`config.mk`:
```
export PLATFORM = sky130hd
export DESIGN_NAME = imq_ctrl
export DESIGN_NICKNAME = d
export VERILOG_FILES = /design/src/rtl/imq_pkg.sv /design/src/rtl/imq_ctrl.sv
export SDC_FILE = /design/constraint.sdc
export NUM_CORES = 1
export LEC_CHECK = 0
export BUFFER_PORTS_ARGS = -buffer_cell sky130_fd_sc_hd__buf_2
export CORE_MARGIN = 5
export CORE_UTILIZATION = 46
export DETAILED_ROUTE_END_ITERATION = 10
export GPL_TIMING_DRIVEN = 0
export PLACE_DENSITY = 0.95
export SYNTH_ARGS = -nofsm -noshare
export SYNTH_HDL_FRONTEND = slang
export SYNTH_SLANG_ARGS = --single-unit
export TNS_END_PERCENT = 30
```
`constraint.sdc`:
```
create_clock -name i_clk -period 3.4 [get_ports i_clk]
set_clock_uncertainty 0.15 [all_clocks]
set_input_delay 0.17 -clock i_clk [delete_from_list [all_inputs] [get_ports i_clk]]
set_output_delay 0.17 -clock i_clk [all_outputs]
set_load 0.02 [all_outputs]
```
`src/rtl/imq_pkg.sv`:
```
// ----------------------------------------------------------------------------
// Indexed min priority queue package
// Shared types, operation and status codes, and the command and status
// structs between the controller and the datapath.
// ----------------------------------------------------------------------------
package imq_pkg;

    localparam int VID_W     = 8;
    localparam int IN_KEY_W  = 32;
    localparam int CNT_OUT_W = 8;

    localparam logic [1:0] OP_INSERT   = 2'd0;
    localparam logic [1:0] OP_EXTRACT  = 2'd1;
    localparam logic [1:0] OP_DECREASE = 2'd2;

    localparam logic [1:0] ST_OK        = 2'd0;
    localparam logic [1:0] ST_OVERFLOW  = 2'd1;
    localparam logic [1:0] ST_UNDERFLOW = 2'd2;
    localparam logic [1:0] ST_INVALID   = 2'd3;

    typedef struct packed {
        logic [1:0]          opcode;
        logic [VID_W-1:0]    vertex_id;
        logic [IN_KEY_W-1:0] key_value;
    } t_in_item;

    typedef struct packed {
        logic [1:0]           status;
        logic [VID_W-1:0]     min_vertex;
        logic [IN_KEY_W-1:0]  min_key;
        logic [CNT_OUT_W-1:0] entry_count;
        logic                 heap_empty;
    } t_out_item;

    typedef enum logic [3:0] {
        S_IDLE, S_DISPATCH, S_EX_ROOT, S_EX_LAST, S_DK_POS, S_DK_SLOT,
        S_UP_CHECK, S_UP_PAR, S_DN_READ, S_DN_LEFT, S_DN_RIGHT, S_DN_CMP,
        S_SW_A, S_SW_B, S_SW_C, S_FINISH
    } t_state;

    typedef enum logic [2:0] {
        HRA_ONE, HRA_COUNT, HRA_LEFT, HRA_RIGHT, HRA_PARENT, HRA_IDX
    } t_hra;

    typedef enum logic [1:0] {
        HWD_CUR, HWD_CHILD, HWD_RD
    } t_hwd;

    typedef enum logic [1:0] {
        PA_VID, PA_RDV, PA_CUR, PA_CHILD
    } t_pa;

    typedef enum logic [2:0] {
        PWD_INS, PWD_ZERO, PWD_ONE, PWD_RD, PWD_SAVED
    } t_pwd;

    typedef struct packed {
        logic       load;
        logic       fail_en;
        logic [1:0] fail_code;
        logic       ins_init;
        logic       cnt_dec;
        logic       heap_re;
        t_hra       heap_ra;
        logic       heap_we;
        t_hwd       heap_wd;
        logic       pos_re;
        t_pa        pos_ra;
        logic       pos_we;
        t_pa        pos_wa;
        t_pwd       pos_wd;
        logic       root_take;
        logic       cur_from_rd;
        logic       cur_dk;
        logic       dk_idx;
        logic       child_l;
        logic       child_r;
        logic       down_step;
        logic       up_step;
        logic       save_pos;
        logic       out_load;
    } t_cmd;

    typedef struct packed {
        logic [1:0] op;
        logic       vid_ok;
        logic       full;
        logic       empty;
        logic       cnt_one;
        logic       i_root;
        logic       l_out;
        logic       r_out;
        logic       dn_swap;
        logic       up_swap;
        logic       dk_bad;
        logic       out_free;
    } t_stat;

endpackage

```
`src/rtl/imq_ctrl.sv`:
```
// ----------------------------------------------------------------------------
// Indexed min priority queue controller
// Sequences one request through dispatch, sift-up, sift-down and the
// position table swaps, one memory access per port per cycle.
// ----------------------------------------------------------------------------
module imq_ctrl (
    input  logic           i_clk,
    input  logic           i_rst_n,
    input  logic           i_in_valid,
    input  imq_pkg::t_stat i_stat,
    output logic           o_in_ready,
    output imq_pkg::t_cmd  o_cmd
);

    imq_pkg::t_state r_state;
    imq_pkg::t_state n_state;

    always_ff @(posedge i_clk) begin
        if (!i_rst_n) begin
            r_state <= imq_pkg::S_IDLE;
        end else begin
            r_state <= n_state;
        end
    end

    always_comb begin
        n_state = r_state;
        case (r_state)
            imq_pkg::S_IDLE: begin
                if (i_in_valid) n_state = imq_pkg::S_DISPATCH;
            end
            imq_pkg::S_DISPATCH: begin
                case (i_stat.op)
                    imq_pkg::OP_INSERT: begin
                        if (!i_stat.vid_ok || i_stat.full) n_state = imq_pkg::S_FINISH;
                        else n_state = imq_pkg::S_UP_CHECK;
                    end
                    imq_pkg::OP_EXTRACT: begin
                        if (i_stat.empty) n_state = imq_pkg::S_FINISH;
                        else n_state = imq_pkg::S_EX_ROOT;
                    end
                    imq_pkg::OP_DECREASE: begin
                        if (!i_stat.vid_ok) n_state = imq_pkg::S_FINISH;
                        else n_state = imq_pkg::S_DK_POS;
                    end
                    default: n_state = imq_pkg::S_FINISH;
                endcase
            end
            imq_pkg::S_EX_ROOT: begin
                if (i_stat.cnt_one) n_state = imq_pkg::S_FINISH;
                else n_state = imq_pkg::S_EX_LAST;
            end
            imq_pkg::S_EX_LAST: n_state = imq_pkg::S_DN_READ;
            imq_pkg::S_DK_POS: begin
                if (i_stat.dk_bad) n_state = imq_pkg::S_FINISH;
                else n_state = imq_pkg::S_DK_SLOT;
            end
            imq_pkg::S_DK_SLOT: n_state = imq_pkg::S_UP_CHECK;
            imq_pkg::S_UP_CHECK: begin
                if (i_stat.i_root) n_state = imq_pkg::S_FINISH;
                else n_state = imq_pkg::S_UP_PAR;
            end
            imq_pkg::S_UP_PAR: begin
                if (i_stat.up_swap) n_state = imq_pkg::S_SW_A;
                else n_state = imq_pkg::S_FINISH;
            end
            imq_pkg::S_DN_READ: begin
                if (i_stat.l_out) n_state = imq_pkg::S_FINISH;
                else n_state = imq_pkg::S_DN_LEFT;
            end
            imq_pkg::S_DN_LEFT: begin
                if (i_stat.r_out) n_state = imq_pkg::S_DN_CMP;
                else n_state = imq_pkg::S_DN_RIGHT;
            end
            imq_pkg::S_DN_RIGHT: n_state = imq_pkg::S_DN_CMP;
            imq_pkg::S_DN_CMP: begin
                if (i_stat.dn_swap) n_state = imq_pkg::S_SW_A;
                else n_state = imq_pkg::S_FINISH;
            end
            imq_pkg::S_SW_A: n_state = imq_pkg::S_SW_B;
            imq_pkg::S_SW_B: n_state = imq_pkg::S_SW_C;
            imq_pkg::S_SW_C: begin
                if (i_stat.op == imq_pkg::OP_EXTRACT) n_state = imq_pkg::S_DN_READ;
                else n_state = imq_pkg::S_UP_CHECK;
            end
            imq_pkg::S_FINISH: begin
                if (i_stat.out_free) n_state = imq_pkg::S_IDLE;
            end
            default: n_state = imq_pkg::S_IDLE;
        endcase
    end

    always_comb begin
        o_cmd      = '0;
        o_in_ready = 1'b0;
        case (r_state)
            imq_pkg::S_IDLE: begin
                o_in_ready = 1'b1;
                o_cmd.load = i_in_valid;
            end
            imq_pkg::S_DISPATCH: begin
                case (i_stat.op)
                    imq_pkg::OP_INSERT: begin
                        if (!i_stat.vid_ok) begin
                            o_cmd.fail_en   = 1'b1;
                            o_cmd.fail_code = imq_pkg::ST_INVALID;
                        end else if (i_stat.full) begin
                            o_cmd.fail_en   = 1'b1;
                            o_cmd.fail_code = imq_pkg::ST_OVERFLOW;
                        end else begin
                            o_cmd.ins_init = 1'b1;
                            o_cmd.pos_we   = 1'b1;
                            o_cmd.pos_wa   = imq_pkg::PA_VID;
                            o_cmd.pos_wd   = imq_pkg::PWD_INS;
                        end
                    end
                    imq_pkg::OP_EXTRACT: begin
                        if (i_stat.empty) begin
                            o_cmd.fail_en   = 1'b1;
                            o_cmd.fail_code = imq_pkg::ST_UNDERFLOW;
                        end else begin
                            o_cmd.heap_re = 1'b1;
                            o_cmd.heap_ra = imq_pkg::HRA_ONE;
                        end
                    end
                    imq_pkg::OP_DECREASE: begin
                        if (!i_stat.vid_ok) begin
                            o_cmd.fail_en   = 1'b1;
                            o_cmd.fail_code = imq_pkg::ST_INVALID;
                        end else begin
                            o_cmd.pos_re = 1'b1;
                            o_cmd.pos_ra = imq_pkg::PA_VID;
                        end
                    end
                    default: begin
                        o_cmd.fail_en   = 1'b1;
                        o_cmd.fail_code = imq_pkg::ST_INVALID;
                    end
                endcase
            end
            imq_pkg::S_EX_ROOT: begin
                o_cmd.root_take = 1'b1;
                o_cmd.pos_we    = 1'b1;
                o_cmd.pos_wa    = imq_pkg::PA_RDV;
                o_cmd.pos_wd    = imq_pkg::PWD_ZERO;
                o_cmd.cnt_dec   = 1'b1;
                if (!i_stat.cnt_one) begin
                    o_cmd.heap_re = 1'b1;
                    o_cmd.heap_ra = imq_pkg::HRA_COUNT;
                end
            end
            imq_pkg::S_EX_LAST: begin
                o_cmd.cur_from_rd = 1'b1;
                o_cmd.pos_we      = 1'b1;
                o_cmd.pos_wa      = imq_pkg::PA_RDV;
                o_cmd.pos_wd      = imq_pkg::PWD_ONE;
            end
            imq_pkg::S_DK_POS: begin
                if (i_stat.dk_bad) begin
                    o_cmd.fail_en   = 1'b1;
                    o_cmd.fail_code = imq_pkg::ST_INVALID;
                end else begin
                    o_cmd.heap_re = 1'b1;
                    o_cmd.heap_ra = imq_pkg::HRA_IDX;
                    o_cmd.dk_idx  = 1'b1;
                end
            end
            imq_pkg::S_DK_SLOT: o_cmd.cur_dk = 1'b1;
            imq_pkg::S_UP_CHECK: begin
                if (i_stat.i_root) begin
                    o_cmd.heap_we = 1'b1;
                    o_cmd.heap_wd = imq_pkg::HWD_CUR;
                end else begin
                    o_cmd.heap_re = 1'b1;
                    o_cmd.heap_ra = imq_pkg::HRA_PARENT;
                end
            end
            imq_pkg::S_UP_PAR: begin
                o_cmd.heap_we = 1'b1;
                if (i_stat.up_swap) begin
                    o_cmd.heap_wd = imq_pkg::HWD_RD;
                    o_cmd.up_step = 1'b1;
                    o_cmd.pos_re  = 1'b1;
                    o_cmd.pos_ra  = imq_pkg::PA_CUR;
                end else begin
                    o_cmd.heap_wd = imq_pkg::HWD_CUR;
                end
            end
            imq_pkg::S_DN_READ: begin
                if (i_stat.l_out) begin
                    o_cmd.heap_we = 1'b1;
                    o_cmd.heap_wd = imq_pkg::HWD_CUR;
                end else begin
                    o_cmd.heap_re = 1'b1;
                    o_cmd.heap_ra = imq_pkg::HRA_LEFT;
                end
            end
            imq_pkg::S_DN_LEFT: begin
                o_cmd.child_l = 1'b1;
                if (!i_stat.r_out) begin
                    o_cmd.heap_re = 1'b1;
                    o_cmd.heap_ra = imq_pkg::HRA_RIGHT;
                end
            end
            imq_pkg::S_DN_RIGHT: o_cmd.child_r = 1'b1;
            imq_pkg::S_DN_CMP: begin
                o_cmd.heap_we = 1'b1;
                if (i_stat.dn_swap) begin
                    o_cmd.heap_wd   = imq_pkg::HWD_CHILD;
                    o_cmd.down_step = 1'b1;
                    o_cmd.pos_re    = 1'b1;
                    o_cmd.pos_ra    = imq_pkg::PA_CUR;
                end else begin
                    o_cmd.heap_wd = imq_pkg::HWD_CUR;
                end
            end
            imq_pkg::S_SW_A: begin
                o_cmd.save_pos = 1'b1;
                o_cmd.pos_re   = 1'b1;
                o_cmd.pos_ra   = imq_pkg::PA_CHILD;
            end
            imq_pkg::S_SW_B: begin
                o_cmd.pos_we = 1'b1;
                o_cmd.pos_wa = imq_pkg::PA_CUR;
                o_cmd.pos_wd = imq_pkg::PWD_RD;
            end
            imq_pkg::S_SW_C: begin
                o_cmd.pos_we = 1'b1;
                o_cmd.pos_wa = imq_pkg::PA_CHILD;
                o_cmd.pos_wd = imq_pkg::PWD_SAVED;
            end
            imq_pkg::S_FINISH: o_cmd.out_load = i_stat.out_free;
            default: o_cmd = '0;
        endcase
    end

endmodule

```
**Word-level counts from Yosys, hierarchy flattened**

Cells that the tools add are included.

- Multiplexer cells: 63
- Reduce and logical (&&, ||, !) cells: 5
- Equal/unequal tests: 19

Operator list:

| kind | count |
|---|---|
| 2-to-1 mux 4 bit | 16 |
| one-hot mux 4 bit (16 select lines) | 1 |
| 2-to-1 mux 3 bit | 12 |
| equality test 4 bit, second input constant | 8 |
| one-hot mux 6 bit (5 select lines) | 1 |
| one-hot mux 3 bit (4 select lines) | 2 |
| one-hot mux 4 bit (6 select lines) | 1 |
| 2-to-1 mux 1 bit | 21 |
| 2-to-1 mux 6 bit | 3 |
| equality test 4 x 3 -> 1 bit, second input constant | 4 |
| one-hot mux 4 bit (3 select lines) | 1 |
| one-hot mux 3 bit (3 select lines) | 1 |
| equality test 4 x 2 -> 1 bit, second input constant | 2 |
| 2-to-1 mux 2 bit | 3 |
| one-hot mux 3 bit (2 select lines) | 1 |
| equality test 4 x 1 -> 1 bit, second input constant | 1 |
| zero test 4 bit | 1 |
| != test 2 bit, second input constant | 2 |
| equality test 2 x 1 -> 1 bit, second input constant | 1 |
| equality test 2 bit, second input constant | 1 |
| zero test 2 bit | 1 |
| AND reduction 2 bit | 1 |
| zero test 1 bit | 1 |
| logical OR 1 bit | 1 |

- Logic and storage cells: 88
- Register bits: 4
- Output and inout port bits: 33
- Input bits: 16

**Longest topological paths before layout**

- Depth after elaboration: 5
- Depth in mapped cells: 6
- Depth with buffers taken out: 5

**Worst setup path before layout**

Ideal clock, no wire load.

- Kind: reg-to-output
- Start: reg r_state[1]
- End: out o_cmd[15] (netlist bit)
- Data required time: 3080 ps
- Buffers on the path: 0
- Arrival time: 1613 ps
- Setup slack: 1467 ps
- Stages on the path, launching flop included: 5
- Path through: dfxtp_1 -> nor4b_4 -> nand2_1 -> nor3_1 -> or3b_1

RTL lines:

| element | line | text |
|---|---|---|
| from (decl) | imq_ctrl.sv:15 | `imq_pkg::t_state r_state;` |
| from (signal assigned) | imq_ctrl.sv:20 | `r_state <= imq_pkg::S_IDLE;` |
| from (signal assigned) | imq_ctrl.sv:22 | `r_state <= n_state;` |
| to (decl) | imq_ctrl.sv:12 | `output imq_pkg::t_cmd o_cmd` |

==> results by group <==
Outcome
  • Outcome: finished clean

Place
  • IO buf count: 48
  • RePlAce Congestion: ~1.0
  • Placed cell area: approximately 1100 sq um
  • Post-DP HPWL: approximately 2300 um
  • Cell total after placement: ~180

Clocking
  • Hold buffers post-CTS: 0
  • CTS root buffer: clkbuf_4
  • Inserted Clock Buffers: 3
  • Worst skew pair latency: approximately 0.25 ns
  • Total clock sinks: 4
  • CTS tree: yes
  • Max Root-Sink Buffers: 2
  • PostCTS Resize Cnt: 0
  • Post-CTS setup buffer count: 0
  • Reg clk slew, reported paths: roughly 0.04 ns
  • H-tree Lvls: 1

Finish
  • Commonest non-fill, non-tap cells in the layout: buf_2 (52), nor2_1 (16), nand2_1 (14)
  • Non-filler cells, final: 186
  • Final non-filler cell area: around 1100 sq um
  • Top flop regs: r_state x4
  • Nets: 187
  • Area grow syn2layout: 35.3%
  • Share of layout cells above drive strength 1: 44.4%
  • Flip-flop count of the largest register after layout: 4
  • Filler Cell Count: around 170
  • ANT cells: 0
  • Commonest non-fill, non-tap cell in the layout: buf_2
  • Biggest register: r_state

STA
  • Slew Limit Headroom: around 73%
  • Worst-Margin Slew: 0.398 ns
  • Max Transition Viols Final: 0
  • Setup violations, final: 0
  • Setup tns final: 0 ns
  • Unrepaired setup endpoints after global routing: no
  • Final Hold Vio Count: 0
  • Tcrit/Tclk final: between 60% and 70%
  • Final Critical Period: around 2.1 ns
  • Max Clock Freq: 0.480 GHz

Detailed routing
  • 1st-pass router iterations: 4
  • Vias per cell: a little under 6
  • Remaining DRCs: 0
  • Routed WL per cell: between 15 and 20 um
  • Detail Route Antenna Nets: 0
  • Metal3 WL: between 200 and 300 um
  • Initial DRC Count: 39
  • WL final: between 2000 and 3000 um
  • Top Layer Used: met4
  • Vias: about 1100
  • M1 wire length: 1160 um
  • Routed wl met2: between 1000 and 1500 um

Power and ir drop
  • VDD IR max: 0.000447 V
  • PwrDens: 899 nW/um^2
  • Pleak: a little under 0.6 nW

GRT
  • Largest net degree at the start of global routing: 11
  • Total congestion overflow: 0
  • Tot GR Track Use: between 20 and 25%
  • Initial antenna violation count: 0
  • First-pass GRT wire length: about 4500 um
  • Vias in the first global route: between 1000 and 1500

Setup path
  • Startpoint Class: flop
  • CP Data Arrival Time: between 1.5 and 2 ns
  • Critical path type: reg2out
  • Setup crit end kind: output port
  • Max FO, Critical Path: 10
  • Worst endpoint required time: just over 3 ns

Yosys
  • Yosys warnings: 0
  • Most used DFF post-synth: dfxtp_1
  • Post-synthesis cell count: around 120
  • Synth async-reset ratio: 0%
  • Yosys cell types: 45
  • Synthesized area per cell: between 6 and 7 sq um
  • Post-Syn Area: roughly 800 sq um
  • Sequential fraction of the synthesis area: ~10%
  • Number of flops mapped to enable cells by yosys: 0
  • Register bit total from synthesis: 4
  • Post-synth net total: 134

Floorplanning
  • Die Wd: 51.8 um
  • Starting density of the core: between 40% and 50%
  • DIE AREA: between 2000 and 3000 sq um
  • I/O Pins: between 40 and 50
  • DIE HEIGHT: about 52 um
  • FP Rows: 15
  • Core Area: between 1500 and 2000 sq um

Job
  • Max cap viols: 0

Hold path
  • Hold/Removal Path Class: in2reg
## Yosys cell counts (all sizes together), types with 4 or more instances
library cell	n	area [sq um]
nor3	4	20.0
nand2	15	58.8
buf	11	76.3
a21oi	5	25.0
dfxtp	4	80.1
nand3	6	30.0
nor2	16	60.1
nor2b	6	37.5
nand2b	6	47.5
o21ai	5	25.0
inv	4	15.0
## where the power goes
part	internal, mW	switching, mW
Clock	0.0397	0.0226
Combinational	0.305	0.509
Sequential	0.0696	0.0323
## layer usage
layer / up-vias / GRT usage [%]
met2: 62 / 38.1
met3: 11 / 2.87
met1: 493 / 25.7
li1: 523 / -
met4: 0 / 12.2
met5: - / 0
## worst paths after layout
check	cells after the start	start	slack, ns	to
worst max-delay path	6	r_state[0]	1.32	o_cmd[18]
worst min-delay path	2	i_rst_n	0.03	r_state[1]
worst max register to register	5	r_state[2]	1.75	r_state[2]
worst min register to register	3	r_state[0]	0.69	r_state[0]
## kinds of logic after synthesis
family	Yosys count	synth area share, %
flip-flops	4	9.95
XOR/XNOR	1	1.09
buffers and inverters	15	11.4
AO/OA/AOI/OAI	32	31.1
AND/OR/NAND/NOR	65	45.3
multiplexers	1	1.24
## worst max-delay path, stage by stage (launching register included)
cell and delay (ns):
dfxtp_1 0.39, buf_4 0.20, nand2b_1 0.25, nor2_1 0.09
a31o_2 0.23, a31o_2 0.20, buf_2 0.15
## area by class of cell
class	instances	area [sq um]	share of cell area, %
sequential	4	80.1	7.36
multi-input combinational	99	633	58.2
clock buffer	3	22.5	2.07
tap	17	21.3	1.95
inverter	4	15.0	1.38
timing repair buffer	48	240	22.1
buffer	11	76.3	7.01
## per-stage QoR
| stage | utilization (%) | power (mW) | hold WS [ns] | setup WS, ns |
|---|---|---|---|---|
| 2_1_floorplan | - | 0.691 | 0.148 | 1.47 |
| 3_3_place_gp | 63.1 | 0.889 | 0.280 | 1.63 |
| 3_5_place_dp | 63.1 | 0.906 | 0.289 | 1.59 |
| 4_1_cts | 64.4 | 0.970 | 0.0341 | 1.34 |
| 5_1_grt | 64.4 | 1.04 | 0.0549 | 1.24 |
| 6_report | 64.4 | 0.978 | 0.0343 | 1.32 |
Power figures use the tool's default switching activity.
